### src/hw/rtl/tcfv_pkg.sv
// Shared types and constants of the TCP over IPv4 frame checksum verifier.
package tcfv_pkg;

	localparam int unsigned MAX_FRAME_BYTES_DEF = 65535;

	localparam logic [15:0] ETHERTYPE_IPV4 = 16'h0800;
	localparam logic [7:0]  PROTO_TCP      = 8'd6;
	localparam logic [3:0]  IP_VERSION_4   = 4'd4;

	typedef enum logic [2:0] {
		ST_TCP_OK,
		ST_CSUM_BAD,
		ST_RUNT,
		ST_NOT_IPV4,
		ST_BAD_IP_HDR,
		ST_ZERO_ADDR,
		ST_NOT_TCP,
		ST_BAD_TCP_LEN
	} status_t;

	typedef struct packed {
		logic [15:0] flen;
		logic [3:0]  ihl;
		logic [15:0] tot_len;
		logic [15:0] ether;
		logic [3:0]  ver;
		logic [7:0]  proto;
		logic [1:0]  addr_nz;
		logic [3:0]  tcp_off;
		logic [15:0] ones_sum;
		logic [7:0]  held;
		logic [15:0] seglen;
	} frame_snap_t;

endpackage

### src/hw/rtl/tcfv_byte_parser.sv
// Input register, per-byte header capture and running ones-complement sum, frame snapshot.
module tcfv_byte_parser #(
	parameter int unsigned MAX_FRAME_BYTES = tcfv_pkg::MAX_FRAME_BYTES_DEF
) (
	input  logic                  clk,
	input  logic                  arst_n,
	input  logic                  in_valid,
	output logic                  in_ready,
	input  logic [7:0]            in_byte,
	input  logic                  in_last,
	output logic                  snap_valid,
	input  logic                  snap_ready,
	output tcfv_pkg::frame_snap_t snap
);

	localparam int unsigned POS_W = $clog2(MAX_FRAME_BYTES + 1);
	localparam logic [POS_W-1:0] POS_MAX = POS_W'(MAX_FRAME_BYTES);

	localparam logic [16:0] OFS_TYPE_HI  = 17'd12;
	localparam logic [16:0] OFS_TYPE_LO  = 17'd13;
	localparam logic [16:0] OFS_VER_IHL  = 17'd14;
	localparam logic [16:0] OFS_TLEN_HI  = 17'd16;
	localparam logic [16:0] OFS_TLEN_LO  = 17'd17;
	localparam logic [16:0] OFS_PROTO    = 17'd23;
	localparam logic [16:0] OFS_SRC_ADDR = 17'd26;
	localparam logic [16:0] OFS_DST_ADDR = 17'd30;
	localparam logic [16:0] OFS_ADDR_END = 17'd33;
	localparam logic [16:0] OFS_IP_HDR   = 17'd34;
	localparam logic [16:0] ETH_HDR_LEN  = 17'd14;
	localparam logic [16:0] TCP_OFF_POS  = 17'd12;

	function automatic logic [15:0] add_fold(input logic [15:0] a, input logic [15:0] b);
		logic [16:0] s;
		s = 17'(a) + 17'(b);
		return s[15:0] + 16'(s[16]);
	endfunction

	logic             valid_s1;
	logic [7:0]       byte_s1;
	logic             last_s1;
	logic             move_s1;

	logic [POS_W-1:0] pos_q,     d_pos;
	logic [3:0]       ihl_q,     d_ihl;
	logic [15:0]      tot_len_q, d_tot_len;
	logic [15:0]      ether_q,   d_ether;
	logic [3:0]       ver_q,     d_ver;
	logic [7:0]       proto_q,   d_proto;
	logic [1:0]       addr_nz_q, d_addr_nz;
	logic [3:0]       tcp_off_q, d_tcp_off;
	logic [15:0]      sum_q,     d_sum;
	logic [7:0]       held_q,    d_held;

	logic [16:0]      pos17;
	logic [16:0]      seg_start;
	logic [16:0]      seg_end;
	logic             snap_valid_s2;
	tcfv_pkg::frame_snap_t snap_s2;

	assign move_s1  = valid_s1 && (!last_s1 || !snap_valid_s2 || snap_ready);
	assign in_ready = !valid_s1 || move_s1;

	always_ff @(posedge clk or negedge arst_n) begin
		if (!arst_n) begin
			valid_s1 <= 1'b0;
		end else if (in_ready) begin
			valid_s1 <= in_valid;
		end
	end

	always_ff @(posedge clk) begin
		if (in_ready && in_valid) begin
			byte_s1 <= in_byte;
			last_s1 <= in_last;
		end
	end

	assign pos17     = 17'(pos_q);
	assign seg_start = ETH_HDR_LEN + 17'({ihl_q, 2'b00});
	assign seg_end   = ETH_HDR_LEN + 17'(tot_len_q);

	always_comb begin
		d_pos     = pos_q;
		d_ihl     = ihl_q;
		d_tot_len = tot_len_q;
		d_ether   = ether_q;
		d_ver     = ver_q;
		d_proto   = proto_q;
		d_addr_nz = addr_nz_q;
		d_tcp_off = tcp_off_q;
		d_sum     = sum_q;
		d_held    = held_q;
		if (pos_q < POS_MAX) begin
			d_pos = pos_q + POS_W'(1);
			if (pos17 == OFS_TYPE_HI) begin
				d_ether = {byte_s1, 8'h00};
			end else if (pos17 == OFS_TYPE_LO) begin
				d_ether = {ether_q[15:8], byte_s1};
			end else if (pos17 == OFS_VER_IHL) begin
				d_ver = byte_s1[7:4];
				d_ihl = byte_s1[3:0];
			end else if (pos17 == OFS_TLEN_HI) begin
				d_tot_len = {byte_s1, 8'h00};
			end else if (pos17 == OFS_TLEN_LO) begin
				d_tot_len = {tot_len_q[15:8], byte_s1};
			end else if (pos17 == OFS_PROTO) begin
				d_proto = byte_s1;
			end else if (pos17 >= OFS_SRC_ADDR && pos17 <= OFS_ADDR_END) begin
				if (byte_s1 != 8'h00) begin
					if (pos17 < OFS_DST_ADDR) begin
						d_addr_nz[0] = 1'b1;
					end else begin
						d_addr_nz[1] = 1'b1;
					end
				end
				if (!pos17[0]) begin
					d_held = byte_s1;
				end else begin
					d_sum = add_fold(sum_q, {held_q, byte_s1});
				end
			end else if (pos17 >= OFS_IP_HDR && ihl_q >= 4'd5 &&
					pos17 >= seg_start && pos17 < seg_end) begin
				if (pos17 == seg_start + TCP_OFF_POS) begin
					d_tcp_off = byte_s1[7:4];
				end
				if (!pos17[0]) begin
					d_held = byte_s1;
				end else begin
					d_sum = add_fold(sum_q, {held_q, byte_s1});
				end
			end
		end
	end

	always_ff @(posedge clk or negedge arst_n) begin
		if (!arst_n) begin
			pos_q     <= '0;
			ihl_q     <= '0;
			tot_len_q <= '0;
			ether_q   <= '0;
			ver_q     <= '0;
			proto_q   <= '0;
			addr_nz_q <= '0;
			tcp_off_q <= '0;
			sum_q     <= '0;
			held_q    <= '0;
		end else if (move_s1) begin
			if (last_s1) begin
				pos_q     <= '0;
				ihl_q     <= '0;
				tot_len_q <= '0;
				ether_q   <= '0;
				ver_q     <= '0;
				proto_q   <= '0;
				addr_nz_q <= '0;
				tcp_off_q <= '0;
				sum_q     <= '0;
				held_q    <= '0;
			end else begin
				pos_q     <= d_pos;
				ihl_q     <= d_ihl;
				tot_len_q <= d_tot_len;
				ether_q   <= d_ether;
				ver_q     <= d_ver;
				proto_q   <= d_proto;
				addr_nz_q <= d_addr_nz;
				tcp_off_q <= d_tcp_off;
				sum_q     <= d_sum;
				held_q    <= d_held;
			end
		end
	end

	always_ff @(posedge clk or negedge arst_n) begin
		if (!arst_n) begin
			snap_valid_s2 <= 1'b0;
		end else if (!snap_valid_s2 || snap_ready) begin
			snap_valid_s2 <= move_s1 && last_s1;
		end
	end

	always_ff @(posedge clk) begin
		if (move_s1 && last_s1) begin
			snap_s2.flen     <= 16'(d_pos);
			snap_s2.ihl      <= d_ihl;
			snap_s2.tot_len  <= d_tot_len;
			snap_s2.ether    <= d_ether;
			snap_s2.ver      <= d_ver;
			snap_s2.proto    <= d_proto;
			snap_s2.addr_nz  <= d_addr_nz;
			snap_s2.tcp_off  <= d_tcp_off;
			snap_s2.ones_sum <= d_sum;
			snap_s2.held     <= d_held;
			snap_s2.seglen   <= d_tot_len - 16'({d_ihl, 2'b00});
		end
	end

	assign snap_valid = snap_valid_s2;
	assign snap       = snap_s2;

endmodule

### src/hw/rtl/tcfv_result_check.sv
// Frame checks, pseudo-header completion, checksum fold and the output register.
module tcfv_result_check (
	input  logic                  clk,
	input  logic                  arst_n,
	input  logic                  snap_valid,
	output logic                  snap_ready,
	input  tcfv_pkg::frame_snap_t snap,
	output logic                  out_valid,
	input  logic                  out_ready,
	output tcfv_pkg::status_t     out_status,
	output logic [15:0]           out_checksum,
	output logic [15:0]           out_seglen
);

	logic              out_valid_q;
	tcfv_pkg::status_t status_q;
	logic [15:0]       chk_q;
	logic [15:0]       seglen_q;

	tcfv_pkg::status_t status_d;
	logic [15:0]       chk_d;
	logic [15:0]       seglen_d;

	logic [16:0]       flen17;
	logic [15:0]       hlen;
	logic [15:0]       pad;
	logic [17:0]       sum18;
	logic [16:0]       fold1;
	logic [15:0]       fold2;
	logic [15:0]       chk_full;
	logic              ip_bad;
	logic              tcp_len_bad;

	assign flen17 = 17'(snap.flen);
	assign hlen   = 16'({snap.ihl, 2'b00});
	assign pad    = snap.seglen[0] ? {snap.held, 8'h00} : 16'h0000;
	assign sum18  = 18'(snap.ones_sum) + 18'(pad) + 18'(tcfv_pkg::PROTO_TCP) + 18'(snap.seglen);
	assign fold1  = 17'(sum18[15:0]) + 17'(sum18[17:16]);
	assign fold2  = fold1[15:0] + 16'(fold1[16]);
	assign chk_full = ~fold2;

	assign ip_bad = (flen17 < 17'd34) || (snap.ihl < 4'd5) ||
		(snap.ver != tcfv_pkg::IP_VERSION_4) ||
		(17'(snap.tot_len) + 17'd14 > flen17) || (snap.tot_len < hlen);
	assign tcp_len_bad = (snap.seglen < 16'd20) ||
		(snap.seglen < 16'({snap.tcp_off, 2'b00}));

	always_comb begin
		chk_d    = 16'h0000;
		seglen_d = 16'h0000;
		if (flen17 < 17'd14) begin
			status_d = tcfv_pkg::ST_RUNT;
		end else if (snap.ether != tcfv_pkg::ETHERTYPE_IPV4) begin
			status_d = tcfv_pkg::ST_NOT_IPV4;
		end else if (ip_bad) begin
			status_d = tcfv_pkg::ST_BAD_IP_HDR;
		end else begin
			seglen_d = snap.seglen;
			if (snap.addr_nz != 2'b11) begin
				status_d = tcfv_pkg::ST_ZERO_ADDR;
			end else if (snap.proto != tcfv_pkg::PROTO_TCP) begin
				status_d = tcfv_pkg::ST_NOT_TCP;
			end else if (tcp_len_bad) begin
				status_d = tcfv_pkg::ST_BAD_TCP_LEN;
			end else begin
				chk_d    = chk_full;
				status_d = (chk_full == 16'h0000) ? tcfv_pkg::ST_TCP_OK : tcfv_pkg::ST_CSUM_BAD;
			end
		end
	end

	assign snap_ready = !out_valid_q || out_ready;

	always_ff @(posedge clk or negedge arst_n) begin
		if (!arst_n) begin
			out_valid_q <= 1'b0;
		end else if (snap_ready) begin
			out_valid_q <= snap_valid;
		end
	end

	always_ff @(posedge clk) begin
		if (snap_ready && snap_valid) begin
			status_q <= status_d;
			chk_q    <= chk_d;
			seglen_q <= seglen_d;
		end
	end

	assign out_valid    = out_valid_q;
	assign out_status   = status_q;
	assign out_checksum = chk_q;
	assign out_seglen   = seglen_q;

endmodule

### src/hw/rtl/tcp_ipv4_frame_checksum_verifier_top.sv
// Top level of the TCP over IPv4 frame checksum verifier.
// The slave stream carries an Ethernet frame one byte per transaction in wire order,
// with s_tlast on the final byte. The block captures the Ethernet and IPv4 header fields,
// sums the addresses and the TCP segment in ones-complement arithmetic and, for each
// frame, sends one transaction on the master stream with the status, the checksum
// result and the TCP segment length.
// A byte is taken every cycle while the result path is not stalled; the frame bytes pass
// through an input register, the header capture and sum update work on one byte per
// cycle, and the final byte loads a frame snapshot register. The checks and the checksum
// fold then fill the output register, and m_tvalid rises when the result is loaded there.
// Throughput is one byte per cycle while m_tready does not hold the flow, with no gap between frames.
// Reset clears all valid flags and the per-frame state; a frame in flight and any result
// not yet taken are dropped. When the receiver holds m_tready low, the output register
// and the snapshot register each keep one result, and bytes are still taken until the
// last byte of the next frame sits in the input register; s_tready then stays low until
// the output register empties.
module tcp_ipv4_frame_checksum_verifier_top #(
	parameter int unsigned MAX_FRAME_BYTES = tcfv_pkg::MAX_FRAME_BYTES_DEF
) (
	input  logic        clk,
	input  logic        arst_n,
	input  logic        s_tvalid,
	output logic        s_tready,
	input  logic [7:0]  s_tdata,   // [7:0] data_byte
	input  logic        s_tlast,
	output logic        m_tvalid,
	input  logic        m_tready,
	output logic [39:0] m_tdata    // [2:0] status, [18:3] checksum_result, [34:19] segment_length
);

	logic                  snap_valid;
	logic                  snap_ready;
	tcfv_pkg::frame_snap_t snap;
	tcfv_pkg::status_t     status;
	logic [15:0]           checksum_result;
	logic [15:0]           segment_length;

	tcfv_byte_parser #(
		.MAX_FRAME_BYTES(MAX_FRAME_BYTES)
	) u_parser (
		.clk       (clk),
		.arst_n    (arst_n),
		.in_valid  (s_tvalid),
		.in_ready  (s_tready),
		.in_byte   (s_tdata),
		.in_last   (s_tlast),
		.snap_valid(snap_valid),
		.snap_ready(snap_ready),
		.snap      (snap)
	);

	tcfv_result_check u_check (
		.clk         (clk),
		.arst_n      (arst_n),
		.snap_valid  (snap_valid),
		.snap_ready  (snap_ready),
		.snap        (snap),
		.out_valid   (m_tvalid),
		.out_ready   (m_tready),
		.out_status  (status),
		.out_checksum(checksum_result),
		.out_seglen  (segment_length)
	);

	assign m_tdata = {5'b00000, segment_length, checksum_result, status};

`ifndef SYNTHESIS
	a_chk_only_for_tcp: assert property (@(posedge clk) disable iff (!arst_n)
		(m_tvalid && status != tcfv_pkg::ST_TCP_OK && status != tcfv_pkg::ST_CSUM_BAD)
		|-> (checksum_result == 16'h0000))
		else $error("checksum result set for a frame that was not checked");
	a_seglen_zero_on_hdr_fail: assert property (@(posedge clk) disable iff (!arst_n)
		(m_tvalid && (status == tcfv_pkg::ST_RUNT || status == tcfv_pkg::ST_NOT_IPV4 ||
		status == tcfv_pkg::ST_BAD_IP_HDR)) |-> (segment_length == 16'h0000))
		else $error("segment length set for a frame with a bad header");
	a_bad_csum_nonzero: assert property (@(posedge clk) disable iff (!arst_n)
		(m_tvalid && status == tcfv_pkg::ST_CSUM_BAD) |-> (checksum_result != 16'h0000))
		else $error("checksum reported bad with a zero result");
	a_tcp_seglen_min: assert property (@(posedge clk) disable iff (!arst_n)
		(m_tvalid && (status == tcfv_pkg::ST_TCP_OK || status == tcfv_pkg::ST_CSUM_BAD))
		|-> (segment_length >= 16'd20))
		else $error("checked segment shorter than a TCP header");
`endif

endmodule
### config.mk
export PLATFORM = sky130hd
export DESIGN_NAME = tcp_ipv4_frame_checksum_verifier_top
export DESIGN_NICKNAME = d
export VERILOG_FILES = /design/src/hw/rtl/tcfv_pkg.sv /design/src/hw/rtl/tcfv_byte_parser.sv /design/src/hw/rtl/tcfv_result_check.sv /design/src/hw/rtl/tcp_ipv4_frame_checksum_verifier_top.sv
export SDC_FILE = /design/constraint.sdc
export NUM_CORES = 1
export LEC_CHECK = 0
export BUFFER_PORTS_ARGS = -buffer_cell sky130_fd_sc_hd__buf_2
export CELL_PAD_IN_SITES_DETAIL_PLACEMENT = 1
export CELL_PAD_IN_SITES_GLOBAL_PLACEMENT = 1
export CORE_ASPECT_RATIO = 0.7
export CORE_MARGIN = 3
export CORE_UTILIZATION = 40
export CTS_CLUSTER_SIZE = 30
export DETAILED_ROUTE_END_ITERATION = 6
export MAX_ROUTING_LAYER = met4
export PLACE_DENSITY = 0.69
export SLEW_MARGIN = 25
export SYNTH_ARGS = -nofsm -noshare
export SYNTH_HDL_FRONTEND = slang
export SYNTH_SLANG_ARGS = --single-unit
export TNS_END_PERCENT = 10
### constraint.sdc
create_clock -name clk -period 9.4 [get_ports clk]
set_input_delay 1.41 -clock clk [delete_from_list [all_inputs] [get_ports clk]]
set_output_delay 1.41 -clock clk [all_outputs]
set_load 0.01 [all_outputs]
==> flow_summary.toml, run 1 <==
[outcome]
status = "finished clean"

[pwr]
p_leak_nw = 7.31
pwr-share-clk_pct = 41.6
switching_share_pct = 27.3
fin_total_pwr_mw = 2.75
vdd_ir_drop_max_uv = 129
combPwrFrac_pct = 13.9
p_int_mw = 2.00
power_frac_seq_pct = 44.5
powerDensity_nw_per_um2 = 159
p_sw_uw = 751

[setup_path]
crit_buf_inv = 0
crit_fanout = 10
crit_start = "u_parser.snap[0]"
startpoint_type = "flip-flop"
cp-end-kind = "flip-flop"
rr_startpoint = "u_parser.snap[0]"
critPathSlowestCell = "or4b_1"
crit_type = "reg -> reg"
cpMostUsedCell = "ha_1"
reg2reg_setup_slack_ns = 0.80
critical-path-top-delay-family = "simple AND/OR/NAND/NOR gates"
worstPathRequired_ns = 9.71
cp.arrival_ns = 8.91
critPathMaxStageDelay_ns = 0.56

[timing]
skew_ns = 0.0173
finalCritPeriodShare_pct = 91.5
setup_tns_ns = 0
min_period_ns = 8.60
fmaxAchievable_mhz = 116
fin_ws_ns = 0.797
setup_viol = 0
tightest_slew_ns = 0.996
slew_viol_final = 0
slew_headroom_pct = 33.6
rsz0062_at_grt = "false"
hold_viol = 0

[floorplanning]
dieArea_um2 = 41300
io_pins = 55
die_w_um = 242
die_h_um = 171
row_count = 59
core_area_um2 = 37700
start_util_pct = 41.2

[global_routing]
grt_util_all_layers_pct = 22.1
grt_pass1_vias = 11932
busiest_layer = "met1"
grtUsageMet2_pct = 32.3
grt_max_degree = 85
grt_pass1_wl_um = 70100
grt.met3_usage_pct = 3.96
grtUsageMet1_pct = 32.5
grt-ovfl-total = 0
grt_antenna_before_repair = 0

[clock_network]
htreeDepth = 1
cts_tree = "built"
cts_root_buffer = "clkbuf_16"
post_cts_buffers = 0
cts_hold_buf = 0
clock-sinks = 249
clkTransAtPathRegs_ns = 0.07
cts_resized = 0
cts_buffers = 27
clk_latency_ns = 0.57
clockBufferDepth = 3

[placement]
hpwl_um = 32400
gp_congestion = 0.855
place_ws_ns = 0.844
portBuffers = 49

[synthesis]
synth_cell_types = 96
async_flop_share_pct = 39.0
ys_ff_latch = 249
syn-cell-area_um2 = 15500
synth.avg_cell_area_um2 = 10.7
ys_seq_area_share_pct = 45.0
synth_cells = 1452
ys.flop_type = "edfxtp_1"
synth-edff-count = 152
ys_warn_count = 0

[run]
drv_cap = 0

[cells_and_area]
fin_nets = 1625
diodes = 0
drive_gt1_share_pct = 12.2
area_growth_pct = 10.9
fin_util_pct = 45.7
n_fill_cell = 4076
final_common_cell = "edfxtp_1"
final_cell_mix = "edfxtp_1 (152), ha_1 (120), nand2_1 (112), dfrtp_1 (97)"

[routing]
drtPass1Iterations = 5
drt_wl_total_um = 44100
num_vias = 11661
remaining_drc_errors = 0
vias_per_cell = 5.76
drt_iter0_markers = 741
wl_per_cell_um = 21.8
drtAntennaViolNets = 0

[worst_hold_path]
min_from = "u_parser.proto_q[2]"
hold_class = "reg -> reg"
==> power by group through the flow <==
stage,sequential (mW),clock (mW),combinational (mW)
detailed placement,1.25,0,0.379
floorplan,1.24,0,0.268
CTS,1.22,1.17,0.381
global route,1.23,1.21,0.424
global placement,1.24,0,0.367
finish,1.22,1.14,0.383
==> worst paths after layout <==
path	end	depth (start not counted)
worst max-delay path	u_check.out_status[0]	34
worst min-delay path	u_parser.proto_q[2]	1
max in group asynchronous	u_parser.pos_q[6]	2
worst min register to register	u_parser.proto_q[2]	1
min in group asynchronous	u_parser.sum_q[8]	1
worst max register to register	u_check.out_status[0]	34
==> cells in the mapped netlist, drive strengths merged (4+ instances only) <==
| master | number | area share, % |
|---|---|---|
| a31oi | 9 | 0.36 |
| a2111oi | 4 | 0.35 |
| xor2 | 35 | 2.0 |
| o22ai | 8 | 0.32 |
| edfxtp | 152 | 29 |
| o21ai | 64 | 2.1 |
| nand3b | 4 | 0.19 |
| nor2 | 54 | 1.3 |
| fa | 5 | 0.64 |
| o211a | 8 | 0.52 |
| and2 | 30 | 1.2 |
| xnor2 | 78 | 4.5 |
| clkbuf | 45 | 1.2 |
| nand2 | 113 | 2.7 |
| o21bai | 7 | 0.34 |
| mux2 | 39 | 2.8 |
| nand4 | 28 | 1.1 |
| mux2i | 20 | 1.3 |
| nand3 | 45 | 1.5 |
| buf | 18 | 0.78 |
| o21a | 16 | 0.78 |
| o31ai | 9 | 0.43 |
| a211oi | 9 | 0.50 |
| a22o | 70 | 3.9 |
| o211ai | 11 | 0.56 |
| a41oi | 4 | 0.23 |
| nor4 | 21 | 0.98 |
| nor2b | 15 | 0.60 |
| nor3 | 42 | 1.5 |
| o31a | 4 | 0.23 |
| nor3b | 8 | 0.39 |
| a211o | 6 | 0.39 |
| ha | 120 | 9.7 |
| a21o | 18 | 0.92 |
| nand2b | 18 | 0.72 |
| a21oi | 59 | 1.9 |
| inv | 78 | 1.9 |
| or3 | 9 | 0.36 |
| dfrtp | 97 | 16 |
| and3 | 18 | 0.73 |
| or2 | 8 | 0.32 |
| a311oi | 4 | 0.27 |
==> kinds of logic after synthesis <==
| family | Yosys count | synth area share [%] |
|---|---|---|
| DFF | 249 | 45.0 |
| AOI/OAI and AO/OA | 330 | 15.3 |
| adders and majority gates | 126 | 10.4 |
| xor gates and xnor gates | 114 | 6.63 |
| muxes | 59 | 4.11 |
| other | 1 | 0.0241 |
| and+or+nand+nor | 432 | 14.8 |
| buffers and inverters | 141 | 3.83 |
==> layout make-up <==
type / instances / area [um2] / area share, %
clock buffers: 31 / 722 / 4.19
clock inverters: 19 / 221 / 1.28
inverters: 78 / 295 / 1.71
multi-input cells: 1066 / 7990 / 46.4
flip-flops and latches: 249 / 6990 / 40.5
well taps: 518 / 648 / 3.76
repair buffers: 65 / 372 / 2.16
==> per-layer routing <==
layer	vias up	routed length [um]
met2	244	18600
met4	0	697
met5	-	0
met1	5916	22400
met3	45	2430
li1	5456	-
==> worst reg2reg max path, delay by kind of cell, from the launching register on <==
| family | cells | cell delay, ns |
|---|---|---|
| AO/OA/AOI/OAI | 11 | 2.16 |
| XOR/XNOR | 3 | 0.56 |
| adder cells (fa/ha/maj) | 6 | 1.65 |
| AND/OR/NAND/NOR | 14 | 3.44 |
| flip-flops | 1 | 0.51 |
==> flip-flops by register name (all words and copies together), names as in the netlist <==
name	cells
u_check.out_checksum	16
u_check.out_seglen	16
u_check.out_status	3
u_check.out_valid	1
u_parser.addr_nz_q	2
u_parser.byte_s1	8
u_parser.ether_q	16
u_parser.held_q	8
u_parser.ihl_q	4
u_parser.last_s1	1
u_parser.pos_q	16
u_parser.proto_q	8
u_parser.snap	108
u_parser.snap_valid	1
u_parser.sum_q	16
u_parser.tcp_off_q	4
u_parser.tot_len_q	16
u_parser.valid_s1	1
u_parser.ver_q	4
==> metrics by stage <==
step	std cells	cell area, um2	hold slack [ns]
after detailed placement	1976	16300	0.490
after CTS	2026	17200	0.508
after global placement	1976	16300	0.482
final	2026	17200	0.502
after global routing	2026	17200	0.522
after floorplan	1456	15600	0.467
(Power assumes the default switching activity.)
==> run 2, diff against run 1 <==
==> constraint.sdc (replaced) <==
create_clock -name clk -period 8.2 [get_ports clk]
set_input_delay 1.23 -clock clk [delete_from_list [all_inputs] [get_ports clk]]
set_output_delay 1.23 -clock clk [all_outputs]
set_load 0.01 [all_outputs]
==> flow_summary.toml, run 2 (same netlist as run 1, synthesis figures left out) <==
[floorplanning]
die_h_um = 171
core_area_um2 = 37700
start_util_pct = 41.2
row_count = 59
dieArea_um2 = 41300
die_w_um = 242
io_pins = 55

[placement]
gp_congestion = 0.879
portBuffers = 49
hpwl_um = 32500
placed_cell_area_um2 = 16300

[setup_path]
critical-path-top-delay-family = "simple AND/OR/NAND/NOR gates"
cp.arrival_ns = 7.99
crit_type = "reg -> reg"
critPathMaxStageDelay_ns = 0.53
worstPathRequired_ns = 8.55
startpoint_type = "flip-flop"
crit_fanout = 8
critPathSlowestCell = "or4b_4"
crit_buf_inv = 2
cp-end-kind = "flip-flop"

[timing]
fin_hold_ws_ns = 0.506
tightest_slew_ns = 1.07
slew_headroom_pct = 28.1
slew_viol_final = 0
skew_ns = 0.0212
fmaxAchievable_mhz = 131
min_period_ns = 7.64
finalCritPeriodShare_pct = 93.2
setup_viol = 0
hold_viol = 0
setup_tns_ns = 0

[cells_and_area]
final_cell_mix = "edfxtp_1 (152), ha_1 (118), nand2_1 (112), dfrtp_1 (97)"
area_growth_pct = 11.6
largest_register_ffs = 108
final_common_cell = "edfxtp_1"
fin_nets = 1631
drive_gt1_share_pct = 13.1
fin_area_um2 = 17400

[worst_hold_path]
hold_class = "reg -> reg"

[clock_network]
htreeDepth = 1
clock-sinks = 249
cts_root_buffer = "clkbuf_16"
cts_tree = "built"
cts_buffers = 27
clk_latency_ns = 0.56
clkTransAtPathRegs_ns = 0.06
cts_hold_buf = 0
clockBufferDepth = 3

[global_routing]
grt_pass1_vias = 11888
grt_max_degree = 85
grt-ovfl-total = 0
grt_util_all_layers_pct = 22.2
grt_antenna_before_repair = 0
grt_pass1_wl_um = 70500

[pwr]
fin_total_pwr_mw = 3.17
p_leak_nw = 7.36
powerDensity_nw_per_um2 = 183
vdd_ir_drop_max_uv = 142

[routing]
vias_per_cell = 5.76
drt_wl_total_um = 45000
num_vias = 11717
drt_iter0_markers = 747
wl_per_cell_um = 22.1
drtPass1Iterations = 5
remaining_drc_errors = 0
drtAntennaViolNets = 0

[outcome]
status = "finished clean"

[run]
drv_cap = 0
-- run 2: final cells by class --
cell class	instances	area, um2
timing repair buffer	71	424
sequential	249	6990
clock inverter	13	206
fill	4093	20400
multi-input combinational	1066	8040
clock buffer	37	743
inverter	78	295
tap	518	648
antenna	1	2.50
-- run 2: what timing repair did --
action	4_1_cts	5_1_grt
gates resized for setup	0	12
endpoints found under the setup margin	0	7
buffers inserted	0	2
-- run 2: worst paths after layout --
kind                              startpoint                  endpoint  slack [ns]  cells past startpoint
setup / recovery            u_parser.snap[0]  u_check.out_checksum[15]        0.56                     35
max in group asynchronous             arst_n     u_parser.tot_len_q[9]        6.52                      2
hold reg to reg            u_parser.ver_q[3]         u_parser.ver_q[3]        0.51                      1
setup reg to reg            u_parser.snap[0]  u_check.out_checksum[15]        0.56                     35
hold / removal             u_parser.ver_q[3]         u_parser.ver_q[3]        0.51                      1
min in group asynchronous             arst_n        u_parser.held_q[0]        0.58                      1
-- run 2: metal layers --
layer  wire [um]  share of wire, %  GRT usage, %  vias up
met5           0                 0             -        -
met4         560               1.2          3.15        0
met3        1870               4.2          2.88       35
met2       19400                43          32.7      223
met1       23200                52          33.4     6002
li1            -                 -             -     5457
-- run 2: power breakdown --
group / switching [mW] / leakage (nW) / total (mW) / internal [mW]
combinational: 0.297 / 4.09 / 0.452 / 0.154
sequential: 0.0296 / 2.81 / 1.40 / 1.37
clock: 0.528 / 0.460 / 1.32 / 0.794
total: 0.854 / 7.36 / 3.17 / 2.32
-- run 2: through the flow --
stage          worst slack (ns)  cells  utilization, %
3_3_place_gp              0.417   1980            43.3
2_1_floorplan             0.783   1456               -
5_1_grt                -0.00295   2032            46.0
4_1_cts                  0.0465   2030            45.8
6_report                  0.560   2033            46.0
3_5_place_dp              0.104   1980            43.3
